## config.mk

```make
export PLATFORM = sky130hd
export DESIGN_NAME = lru_page_replacement
export DESIGN_NICKNAME = d
export VERILOG_FILES = /design/src/lrupr_pkg.sv /design/src/lrupr_lookup.sv /design/src/lrupr_frames.sv /design/src/lru_page_replacement.sv
export SDC_FILE = /design/constraint.sdc
export NUM_CORES = 1
export LEC_CHECK = 0
export BUFFER_PORTS_ARGS = -buffer_cell sky130_fd_sc_hd__buf_2
export CORE_MARGIN = 4
export CORE_UTILIZATION = 57
export CTS_BUF_LIST = sky130_fd_sc_hd__clkbuf_4 sky130_fd_sc_hd__clkbuf_8 sky130_fd_sc_hd__clkbuf_16
export CTS_CLUSTER_DIAMETER = 120
export CTS_CLUSTER_SIZE = 8
export DETAILED_ROUTE_END_ITERATION = 8
export PLACE_DENSITY = 0.78
export SYNTH_ARGS = -nofsm -noshare
export SYNTH_HDL_FRONTEND = slang
export SYNTH_SLANG_ARGS = --single-unit
```

## constraint.sdc

```tcl
create_clock -name clk -period 5.01 [get_ports clk]
set_input_delay 0.501 -clock clk [delete_from_list [all_inputs] [get_ports clk]]
set_output_delay 0.501 -clock clk [all_outputs]
set_load 0.005 [all_outputs]
```

## src/lrupr_pkg.sv

```systemverilog
// ----------------------------------------------------------------------------
// lrupr_pkg - shared types and constants for the LRU page replacement block
// Field widths of the stream words, reset value of the frame count register
// and the decision word passed from lookup to the frame store.
// ----------------------------------------------------------------------------
package lrupr_pkg;

  localparam int CFG_W     = 4;   // frames_in_use register
  localparam int PAGE_W    = 16;  // page field on the input word
  localparam int FIDX_W    = 3;   // frame_used field on the result word
  localparam int TOTAL_W   = 16;  // fault_total field
  localparam int S_TDATA_W = 16;
  localparam int M_TDATA_W = 40;
  localparam int M_TUSER_W = 1;

  localparam logic [CFG_W-1:0]   FRAMES_RESET = 4'd8;
  localparam logic [TOTAL_W-1:0] FAULT_MAX    = 16'hFFFF;

  // what happens to the referenced page
  typedef struct packed {
    logic hit;    // resident in a participating frame
    logic fill;   // miss, loaded into the next empty frame
    logic evict;  // miss, a resident page was replaced
  } decision_t;

endpackage

```

## src/lrupr_lookup.sv

```systemverilog
// ----------------------------------------------------------------------------
// lrupr_lookup - hit search and victim choice
// Compares the page against every participating frame in parallel and picks
// the lowest matching frame, the next empty frame or the oldest valid frame.
// ----------------------------------------------------------------------------
module lrupr_lookup
  import lrupr_pkg::*;
#(
  parameter int MAX_FRAMES = 8,
  parameter int PAGE_BITS  = 16,
  parameter int IW         = 3,
  parameter int CW         = 4
) (
  input  logic [MAX_FRAMES-1:0]                 valid,
  input  logic [MAX_FRAMES-1:0][PAGE_BITS-1:0] pages,
  input  logic [MAX_FRAMES-1:0][IW-1:0]        ranks,
  input  logic [CW-1:0]                         filled,
  input  logic [CW-1:0]                         n_act,
  input  logic [PAGE_BITS-1:0]                  page,
  output decision_t                             dec,
  output logic [IW-1:0]                         frame,
  output logic [PAGE_BITS-1:0]                  ev_page
);

  logic [MAX_FRAMES-1:0] part;
  logic [MAX_FRAMES-1:0] match;
  logic [MAX_FRAMES-1:0] cand;
  logic [MAX_FRAMES-1:0] oldest;
  logic [IW-1:0]         f_hit;
  logic [IW-1:0]         f_vic;
  logic                  hit;
  logic                  fill;
  logic                  evict;

  always_comb begin
    for (int k = 0; k < MAX_FRAMES; k++) begin
      part[k]  = CW'(k) < n_act;
      match[k] = valid[k] && part[k] && (pages[k] == page);
      cand[k]  = valid[k] && part[k];
    end
  end

  // oldest: beats every other candidate, ties go to the lower index
  always_comb begin
    for (int k = 0; k < MAX_FRAMES; k++) begin
      oldest[k] = cand[k];
      for (int j = 0; j < MAX_FRAMES; j++) begin
        if (j < k) begin
          if (cand[j] && (ranks[j] >= ranks[k])) oldest[k] = 1'b0;
        end else if (j > k) begin
          if (cand[j] && (ranks[j] > ranks[k])) oldest[k] = 1'b0;
        end
      end
    end
  end

  always_comb begin
    f_hit = '0;
    f_vic = '0;
    for (int k = MAX_FRAMES - 1; k >= 0; k--) begin
      if (match[k])  f_hit = IW'(k);
      if (oldest[k]) f_vic = IW'(k);
    end
  end

  always_comb begin
    hit   = |match;
    fill  = !hit && (filled < n_act);
    evict = !hit && !fill && valid[f_vic];
    dec   = '{hit: hit, fill: fill, evict: evict};
    if (hit) begin
      frame = f_hit;
    end else if (fill) begin
      frame = filled[IW-1:0];
    end else begin
      frame = f_vic;
    end
    ev_page = evict ? pages[f_vic] : '0;
  end

endmodule

```

## src/lrupr_frames.sv

```systemverilog
// ----------------------------------------------------------------------------
// lrupr_frames - frame store and recency ranks
// Holds page, valid mark and rank per frame plus the fill count, and applies
// the decision of one reference per cycle while upd is high.
// ----------------------------------------------------------------------------
module lrupr_frames
  import lrupr_pkg::*;
#(
  parameter int MAX_FRAMES = 8,
  parameter int PAGE_BITS  = 16,
  parameter int IW         = 3,
  parameter int CW         = 4
) (
  input  logic                                  clk,
  input  logic                                  rst,
  input  logic                                  upd,
  input  decision_t                             dec,
  input  logic [IW-1:0]                         frame,
  input  logic [PAGE_BITS-1:0]                  page,
  output logic [MAX_FRAMES-1:0]                 valid,
  output logic [MAX_FRAMES-1:0][PAGE_BITS-1:0] pages,
  output logic [MAX_FRAMES-1:0][IW-1:0]        ranks,
  output logic [CW-1:0]                         filled
);

  logic aged;  // frame was resident, so only newer frames age

  assign aged = dec.hit || dec.evict;

  always_ff @(posedge clk) begin
    if (rst) begin
      valid  <= '0;
      ranks  <= '0;
      filled <= '0;
    end else if (upd) begin
      for (int k = 0; k < MAX_FRAMES; k++) begin
        if ((IW'(k) != frame) && valid[k] && (!aged || (ranks[k] < ranks[frame]))) begin
          ranks[k] <= ranks[k] + IW'(1);
        end
      end
      ranks[frame] <= '0;
      valid[frame] <= 1'b1;
      if (dec.fill) filled <= filled + CW'(1);
    end
  end

  always_ff @(posedge clk) begin
    if (upd && !dec.hit) pages[frame] <= page;
  end

endmodule

```

## src/lru_page_replacement.sv

```systemverilog
// ----------------------------------------------------------------------------
// lru_page_replacement - LRU page replacement over a small frame set
// One page reference per input word, one result word per reference.
// ----------------------------------------------------------------------------
// Input stream s_*: s_tdata[15:0] is the referenced page.
// Result stream m_*: m_tuser[0] is the fault flag (1 = miss, page loaded);
// m_tdata carries frame_used, evicted_valid, evicted_page and fault_total.
// cfg_we/cfg_wdata write frames_in_use (0 acts as 1, above MAX_FRAMES acts
// as MAX_FRAMES); write it only while no reference is in flight.
// A word accepted on s_* passes the input register, then the result
// register, before it is on m_*. Throughput: one reference per cycle
// while m_tready is high; lookup, victim choice and rank update of all
// frames happen combinationally between the input and result registers,
// so consecutive words see each other's state changes without stalls.
// When the receiver stalls, the result word holds and the input register
// still takes one more word; after that s_tready drops until m_tready.
// Reset empties all frames, clears ranks, fill count and fault count, and
// sets frames_in_use to 8. Page contents are left unreset.
// ----------------------------------------------------------------------------
module lru_page_replacement
  import lrupr_pkg::*;
#(
  parameter int MAX_FRAMES = 8,
  parameter int PAGE_BITS  = 16
) (
  input  logic                 clk,
  input  logic                 rst,
  input  logic                 cfg_we,
  input  logic [CFG_W-1:0]     cfg_wdata,  // frames_in_use
  input  logic                 s_tvalid,
  output logic                 s_tready,
  input  logic [S_TDATA_W-1:0] s_tdata,    // [15:0] page
  output logic                 m_tvalid,
  input  logic                 m_tready,
  // [2:0] frame_used, [3] evicted_valid, [19:4] evicted_page,
  // [35:20] fault_total, [39:36] zero
  output logic [M_TDATA_W-1:0] m_tdata,
  output logic [M_TUSER_W-1:0] m_tuser     // [0] fault
);

  localparam int IW = (MAX_FRAMES > 1) ? $clog2(MAX_FRAMES) : 1;
  localparam int CW = $clog2(MAX_FRAMES + 1);

  logic [CFG_W-1:0]                      frames_cfg;
  logic [CW-1:0]                         n_act;
  logic                                  in_valid;
  logic [PAGE_BITS-1:0]                  in_page;
  logic [PAGE_BITS+PAGE_W-1:0]           page_wide;
  logic                                  advance;
  decision_t                             dec;
  logic [IW-1:0]                         frame;
  logic [PAGE_BITS-1:0]                  ev_page;
  logic [MAX_FRAMES-1:0]                 valid;
  logic [MAX_FRAMES-1:0][PAGE_BITS-1:0] pages;
  logic [MAX_FRAMES-1:0][IW-1:0]        ranks;
  logic [CW-1:0]                         filled;
  logic [TOTAL_W-1:0]                    fault_count;
  logic [TOTAL_W-1:0]                    fault_count_next;
  logic [IW+FIDX_W-1:0]                  frame_wide;
  logic [PAGE_BITS+PAGE_W-1:0]           ev_wide;
  logic                                  res_fault;
  logic [FIDX_W-1:0]                     res_frame;
  logic                                  res_ev_valid;
  logic [PAGE_W-1:0]                     res_ev_page;
  logic [TOTAL_W-1:0]                    res_total;

  always_ff @(posedge clk) begin
    if (rst) begin
      frames_cfg <= FRAMES_RESET;
    end else if (cfg_we) begin
      frames_cfg <= cfg_wdata;
    end
  end

  always_comb begin
    if (32'(frames_cfg) > MAX_FRAMES) begin
      n_act = CW'(MAX_FRAMES);
    end else if (frames_cfg == '0) begin
      n_act = CW'(1);
    end else begin
      n_act = CW'(frames_cfg);
    end
  end

  assign advance   = in_valid && (!m_tvalid || m_tready);
  assign s_tready  = !in_valid || advance;
  assign page_wide = {{PAGE_BITS{1'b0}}, s_tdata[PAGE_W-1:0]};

  always_ff @(posedge clk) begin
    if (rst) begin
      in_valid <= 1'b0;
    end else if (s_tready) begin
      in_valid <= s_tvalid;
    end
  end

  always_ff @(posedge clk) begin
    if (s_tvalid && s_tready) in_page <= page_wide[PAGE_BITS-1:0];
  end

  lrupr_lookup #(
    .MAX_FRAMES(MAX_FRAMES),
    .PAGE_BITS (PAGE_BITS),
    .IW        (IW),
    .CW        (CW)
  ) u_lookup (
    .valid  (valid),
    .pages  (pages),
    .ranks  (ranks),
    .filled (filled),
    .n_act  (n_act),
    .page   (in_page),
    .dec    (dec),
    .frame  (frame),
    .ev_page(ev_page)
  );

  lrupr_frames #(
    .MAX_FRAMES(MAX_FRAMES),
    .PAGE_BITS (PAGE_BITS),
    .IW        (IW),
    .CW        (CW)
  ) u_frames (
    .clk   (clk),
    .rst   (rst),
    .upd   (advance),
    .dec   (dec),
    .frame (frame),
    .page  (in_page),
    .valid (valid),
    .pages (pages),
    .ranks (ranks),
    .filled(filled)
  );

  // saturating fault count, includes the current miss
  always_comb begin
    fault_count_next = fault_count;
    if (!dec.hit && (fault_count != FAULT_MAX)) fault_count_next = fault_count + TOTAL_W'(1);
  end

  always_ff @(posedge clk) begin
    if (rst) begin
      fault_count <= '0;
    end else if (advance) begin
      fault_count <= fault_count_next;
    end
  end

  assign frame_wide = {{FIDX_W{1'b0}}, frame};
  assign ev_wide    = {{PAGE_W{1'b0}}, ev_page};

  always_ff @(posedge clk) begin
    if (rst) begin
      m_tvalid <= 1'b0;
    end else if (!m_tvalid || m_tready) begin
      m_tvalid <= in_valid;
    end
  end

  always_ff @(posedge clk) begin
    if (advance) begin
      res_fault    <= !dec.hit;
      res_frame    <= frame_wide[FIDX_W-1:0];
      res_ev_valid <= dec.evict;
      res_ev_page  <= ev_wide[PAGE_W-1:0];
      res_total    <= fault_count_next;
    end
  end

  assign m_tdata = {4'b0000, res_total, res_ev_page, res_ev_valid, res_frame};
  assign m_tuser = res_fault;

endmodule

```

Yosys cells after proc, flatten, opt, wreduce, memory -nomap -nowiden:

Cells that the tools add are included.

* latch bits: 0
* RAM bits: 0
* memories: 0
* input bits: 25
* flip-flop bits (word level): 239
* memory bits (read-only): 0

* mux-type cells: 114
* bitwise operators: 3
* shift operators: 0
* add/subtract/negate cells: 10
* multipliers: 0
* order comparisons: 77
* equality and inequality tests: 16
* reductions and logical operators: 116
* divide/modulo/power cells: 0

Operator list (number)
* $mux 3: 44
* $bwmux 128: 1
* $eq 16x16->1: 8
* $logic_and 1x1->1: 96
* $ge 3x3->1: 28
* $gt 3x3->1: 28
* $mux 1: 58
* $bmux 16 s3: 1
* $demux 16 s3: 1
* $mux 16: 3
* $add 3x1->3 const B: 8
* $and 24x24->24: 1
* $lt 3x3->1: 8
* $not 24->24: 1
* $add 16x1->16 const B: 1
* $lt 3x4->1 const A: 4
* $ne 16x16->1 const B: 1
* $ne 3x3->1 const A: 4
* $logic_or 1x1->1: 11
* $bmux 3 s3: 1
* $demux 3 s3: 1
* $lt 1x4->1 const A: 2
* $lt 2x4->1 const A: 2
* $lt 3x4->1 const B: 2
* 15 further kinds: 21

Longest topological paths before layout:

* depth in word-level cells: 32
* gate-level depth with buffers: 22
* gate-level depth less buffers: 21

Modules after synthesis:

From an unflattened synthesis, not the netlist that was laid out.

* cell total of the unflattened synthesis: 1332
* area total of the unflattened synthesis: 14939.3 um2

By module, submodules not included
* lrupr_frames: seq. area each 4564.4 um2, times used 1, cells each 428, area an instance 6426.2 um2
* lrupr_lookup: seq. area each 0.0 um2, times used 1, cells each 680, area an instance 5516.5 um2
* lru_page_replacement: seq. area each 2031.9 um2, times used 1, cells each 224, area an instance 2996.6 um2

Least setup slack after synthesis:

Ideal clock, no wire load.

* path kind: reg-to-reg
* start point: reg u_frames.ranks[16] (netlist name)
* end point: reg u_frames.pages[0] (netlist name), enable pin
* setup slack: -21 ps
* data arrival time: 4601 ps
* path buffers: 2
* data required time: 4580 ps
* stages on the path, launching flop included: 15
* path through: dfxtp_1 > inv_1 > ha_1 > nand3_1 > o21ai_0 > or3_1 > o2111ai_1 > nor4_1 > nor4_2 > a211oi_4 > nor2_8 > inv_2 > clkbuf_1 > clkbuf_1 > nor4_1

RTL lines
* end signal: indexed assignment: line lrupr_frames.sv:48 `if (upd && !dec.hit) pages[frame] <= page;`
* end: declaration: line lrupr_frames.sv:21 `output logic [MAX_FRAMES-1:0][PAGE_BITS-1:0] pages,`

Final worst setup path:

* start point: reg in_page[4]
* end point: reg u_frames.ranks[11] (netlist name)

* cells in the longest elaborated chain, start to end: 20

RTL lines
* start: declaration: line lru_page_replacement.sv:47 `logic [PAGE_BITS-1:0] in_page;`
* start signal: assignment: line lru_page_replacement.sv:98 `if (s_tvalid && s_tready) in_page <= page_wide[PAGE_BITS-1:0];`
* $eq 16x16->1: line lrupr_lookup.sv:38 `match[k] = valid[k] && part[k] && (pages[k] == page);`
* $logic_and 1x1->1: line lrupr_lookup.sv:38
* $mux 3 (8 in series): line lrupr_lookup.sv:61 `if (match[k]) f_hit = IW'(k);`
* $mux 3: line lrupr_lookup.sv:71 `if (hit) begin`
* $bmux 3 s3: line lrupr_frames.sv:37 `if ((IW'(k) != frame) && valid[k] && (!aged || (ranks[k] < ranks[frame]))) begin`
* $mux 3 (not written as such): line lrupr_frames.sv:37
* $lt 3x3->1: line lrupr_frames.sv:37
* $logic_or 1x1->1: line lrupr_frames.sv:37
* $logic_and 1x1->1: line lrupr_frames.sv:37
* $mux 3: line lrupr_frames.sv:37
* $mux 3: line lrupr_frames.sv:35 `end else if (upd) begin`
* $mux 3: line lrupr_frames.sv:31 `if (rst) begin`
* $and 24x24->24 (no source line) (*)
* end signal: indexed assignment: line lrupr_frames.sv:38 `ranks[k] <= ranks[k] + IW'(1);`
* end: declaration: line lrupr_frames.sv:22 `output logic [MAX_FRAMES-1:0][IW-1:0] ranks,`

Every way passes the cells marked *; elsewhere a longest branch is shown, timed or not. The select of a mux whose other input is x is not followed.
A chain may end at the register's enable or synchronous reset.

==> impl_results.md <==
- Result of the run: complete, no violations
- Maximum number of pins on one net before global-route repair: 80
- Clock net sink count: 239
- Crit Path Category: reg -> reg
- Total power consumption of the routed design: 5.18 mW
- Via count of the first global-routing pass: 11716
- Xor-xnor portion of the synthesized cell area: 9.30%
- Synthesized flop and latch total: 239
- Register clock-pin slew on the reported worst setup and hold paths: 0.06 ns
- Number of antenna-violating nets in the routed design: 0
- Post-Synth Simple-Gate Area: 14.0%
- Layout cells sized above 1: 19.7%
- Die area: 28400 um2
- Drt wl/cell: 22.3 um
- Clk pwr share: 43.9%
- Number of buffers created by CTS: 35
- Number of instances on the worst hold path: 1
- Number of top-level pins: 68
- Primary FF master, synth: edfxtp_1
- Maximum capacitance violations: 0
- Site Rows: 58
- Detailed-route via count: 11917
- Quantity of I/O buffers inserted on ports: 63
- Total iterations of the first detailed-routing run: 5
- Area of all sequential standard cells: 6600 um2
- Number of hold violations in the final report: 0
- Final Max Tran Viols: 0
- Share of total power consumed by net switching: 25.9%
- Mean area per synthesized cell: 10.5 um2
- Number of DRC violations after detailed-routing iteration 0: 1200
- Die span in y: 169 um
- Post-layout minimum cycle time: 4.92 ns
- Combined area of all synthesized cells: 14700 um2
- Power density of the placed cells: 303 nW/um2
- Drc violations: 0
- Critical Path Source Type: flip-flop
- Final worst clock skew: 0.0183 ns
- Leading cell type in the layout, fill and taps excluded: edfxtp_1
- Net switching power figure: 1.34 mW
- H-tree depth reported by CTS: 2
- Layout overhead on the synthesized area: 16.5%
- Final net count: 1673
- Weighted congestion at the end of routability-driven global placement: 0.984
- Total core area: 25300 um2
- Synthesized-area fraction occupied by adder cells: 8.95%
- Share of synthesized registers carrying an async set or reset: 0%
- Number of distinct standard cells referenced by the synthesized netlist: 78
- Cell count of the worst reg-to-reg path: 16
- Half-perimeter wire length after placement: 29.7 mm
- # setup viols final: 0
- Root buffer cell: clkbuf_16
- Req. time, crit path: 5.45 ns
- Post-cts hold buffer count: 0
- Share of power burned in combinational logic: 12.8%
- Total track usage: 29.2%
- Final Cycle Share: 98.3%
- Beginning of the worst hold path: s_tdata[1]
- Post-route worst setup slack: 0.0876 ns
- Critical path endpoint category: flip-flop
- Unrepaired setup endpoints after global routing: false
- FF-to-FF End: u_frames.ranks[11]$_SDFFE_PP0P_
- Number of enable-type register cells in the synthesized netlist: 181
- Minimum setup slack after placement: -0.167 ns
- Fill count: 1935
- Number of standard cells after synthesis: 1401
- Hold Path End: in_page[1]$_DFFE_PP_
- Highest ir drop seen on vdd: 284 uV
- Combinational family with the most area after synthesis: simple AND/OR/NAND/NOR gates
- Largest fanout on the critical path: 11
- R2R Setup Slk: 0.09 ns
- Remaining global-route overflow: 0
- First-pass GRT wire length: 65.4 mm
- Proportion of power drawn by flip-flops and latches: 43.4%
- Vias per Instance: 6.30
- Design internal power: 3.84 mW
- Antenna violations before repair: 0
- Maximum buffer depth of the clock tree: 3
- Arrival time reported for the critical path endpoint: 5.36 ns
- Share of synthesized area spent on multiplexers: 5.73%
- Worst max-slew margin expressed relative to the limit: 32.0%
- Sequential share of the synthesized area: 44.9%
- Worst-margin pin slew: 1.02 ns
- Synthesis Warnings: 0
- Horiz. Die Dim: 169 um
- Complex-gate fraction of the synthesized area: 13.2%
- TritonCTS clock tree: yes
- Clock latency reported for the late side of the worst-skew pair: 0.52 ns
- Reg-to-Reg Start: in_page[4]$_DFFE_PP_
- Total routed wirelength: 42.2 mm
- Highest clock frequency the design can meet: 203 MHz
- Initial Util: 58.1%
- Top library cells by usage in the layout, fill and taps aside: 181 x edfxtp_1, 121 x nor2_1, 105 x ha_1, 105 x buf_4, 89 x xnor2_1
- Leakage: 6.47 nW
- Multi-input gate area: 7610 um2
- Class of the worst hold path: in -> reg
- Diode count: 0
[registers in the layout (all words and copies together) (netlist names)]
name / cells
res_frame: 3
in_valid: 1
u_frames.filled: 4
in_page: 16
u_frames.ranks: 24
u_frames.valid: 8
m_tuser: 1
u_frames.pages: 128
m_tvalid: 1
res_total: 16
frames_cfg: 4
fault_count: 16
res_ev_valid: 1
res_ev_page: 16
[metal layers]
| metal | up-vias | GRT usage, % | wire [um] |
|---|---|---|---|
| li1 | 5504 | - | - |
| met4 | 0 | 13.6 | 2180 |
| met2 | 543 | 48.1 | 20100 |
| met1 | 5732 | 37.8 | 17000 |
| met5 | - | 0 | 0 |
| met3 | 138 | 4.95 | 2960 |
[final cells by class]
cell class | instances | share of cell area, %
Multi-Input combinational cell | 1028 | 44.5
Sequential cell | 239 | 38.6
Timing Repair Buffer | 171 | 6.75
Clock buffer | 53 | 5.91
Tap cell | 330 | 2.41
Inverter | 68 | 1.49
Clock inverter | 3 | 0.322
[timing repair]
item,in CTS,in global routing
buffers inserted,0,6
endpoints found under the setup margin,18,24
resized for setup,1,8
pin swaps,0,0
[worst max path at each step]
stage	start	to	slack, ns	cells past startpoint
final	in_page[4]$_DFFE_PP_	u_frames.ranks[11]$_SDFFE_PP0P_	0.09	16
after global placement	in_page[4]$_DFFE_PP_	u_frames.ranks[5]$_SDFFE_PP0P_	0.05	17
after floorplan	u_frames.ranks[16]$_SDFFE_PP0P_	u_frames.pages[0]$_DFFE_PP_	-0.02	14
after global routing	in_page[4]$_DFFE_PP_	u_frames.ranks[21]$_SDFFE_PP0P_	0.0006	18
after detailed placement	u_frames.ranks[4]$_SDFFE_PP0P_	u_frames.ranks[11]$_SDFFE_PP0P_	-0.17	21
after CTS	u_frames.ranks[4]$_SDFFE_PP0P_	u_frames.ranks[11]$_SDFFE_PP0P_	0.06	21
[power by group through the flow]
| stage | clock, mW | combinational, mW | sequential, mW |
|---|---|---|---|
| 2_1_floorplan | 0 | 0.415 | 2.27 |
| 3_3_place_gp | 0 | 0.623 | 2.28 |
| 3_5_place_dp | 0 | 0.634 | 2.28 |
| 4_1_cts | 2.28 | 0.640 | 2.24 |
| 5_1_grt | 2.39 | 0.709 | 2.25 |
| 6_report | 2.27 | 0.660 | 2.24 |
[cell usage after synthesis, drive strengths merged, types with 9 or more instances]
master	instances	area share [%]
a211oi	43	2.3
a21oi	52	1.8
a31oi	11	0.47
a41oi	12	1.0
buf	35	1.3
clkbuf	34	0.87
dfxtp	58	7.9
edfxtp	181	37
ha	105	8.9
inv	67	1.7
mux2	33	2.5
mux2i	47	3.2
nand2	68	1.8
nand3	53	1.8
nand4	23	0.98
nor2	123	3.3
nor2b	21	0.89
nor3	34	1.2
nor4	30	1.3
o2111ai	9	0.54
o21a	16	0.82
o21ai	69	2.6
o221ai	13	0.78
o31ai	17	0.87
or3	10	0.43
or4	10	0.51
xnor2	89	5.3
xor2	67	4.0
[cell families (layout without fill, tap and decap cells)]
logic type / after synthesis / after routing
AO/OA/AOI/OAI: 276 / 276
other: 1 / 4
multiplexers: 80 / 80
AND/OR/NAND/NOR: 407 / 407
flip-flops: 239 / 239
adder cells (fa/ha/maj): 105 / 105
buffers and inverters: 137 / 295
XOR/XNOR: 156 / 156
[stage by stage]
step	setup TNS (ns)	util [%]	instance area [um2]	hold slack, ns	instances
2_1_floorplan	-0.672	-	14700	0.464	1404
3_3_place_gp	0	63.2	16000	0.472	1830
3_5_place_dp	-1.30	63.2	16000	0.487	1830
4_1_cts	0	67.4	17000	0.146	1886
5_1_grt	0	67.7	17100	0.150	1892
6_report	0	67.7	17100	0.158	1892
[worst max-delay path: stages, from the launching register on]
cell and delay, ns:
edfxtp_1 0.58, xnor2_1 0.29, nand4_1 0.25, or4b_1 0.53, o32ai_1 0.21, buf_4 0.20, nor3_1 0.05, or2_1 0.23
a31oi_1 0.27, o21ai_1 0.23, buf_4 0.23, a311oi_2 0.28, o21ai_2 0.22, o21ai_4 0.38, a41oi_2 0.18, or4_1 0.51
a31oi_1 0.19
Power figures use the tool's default switching activity.
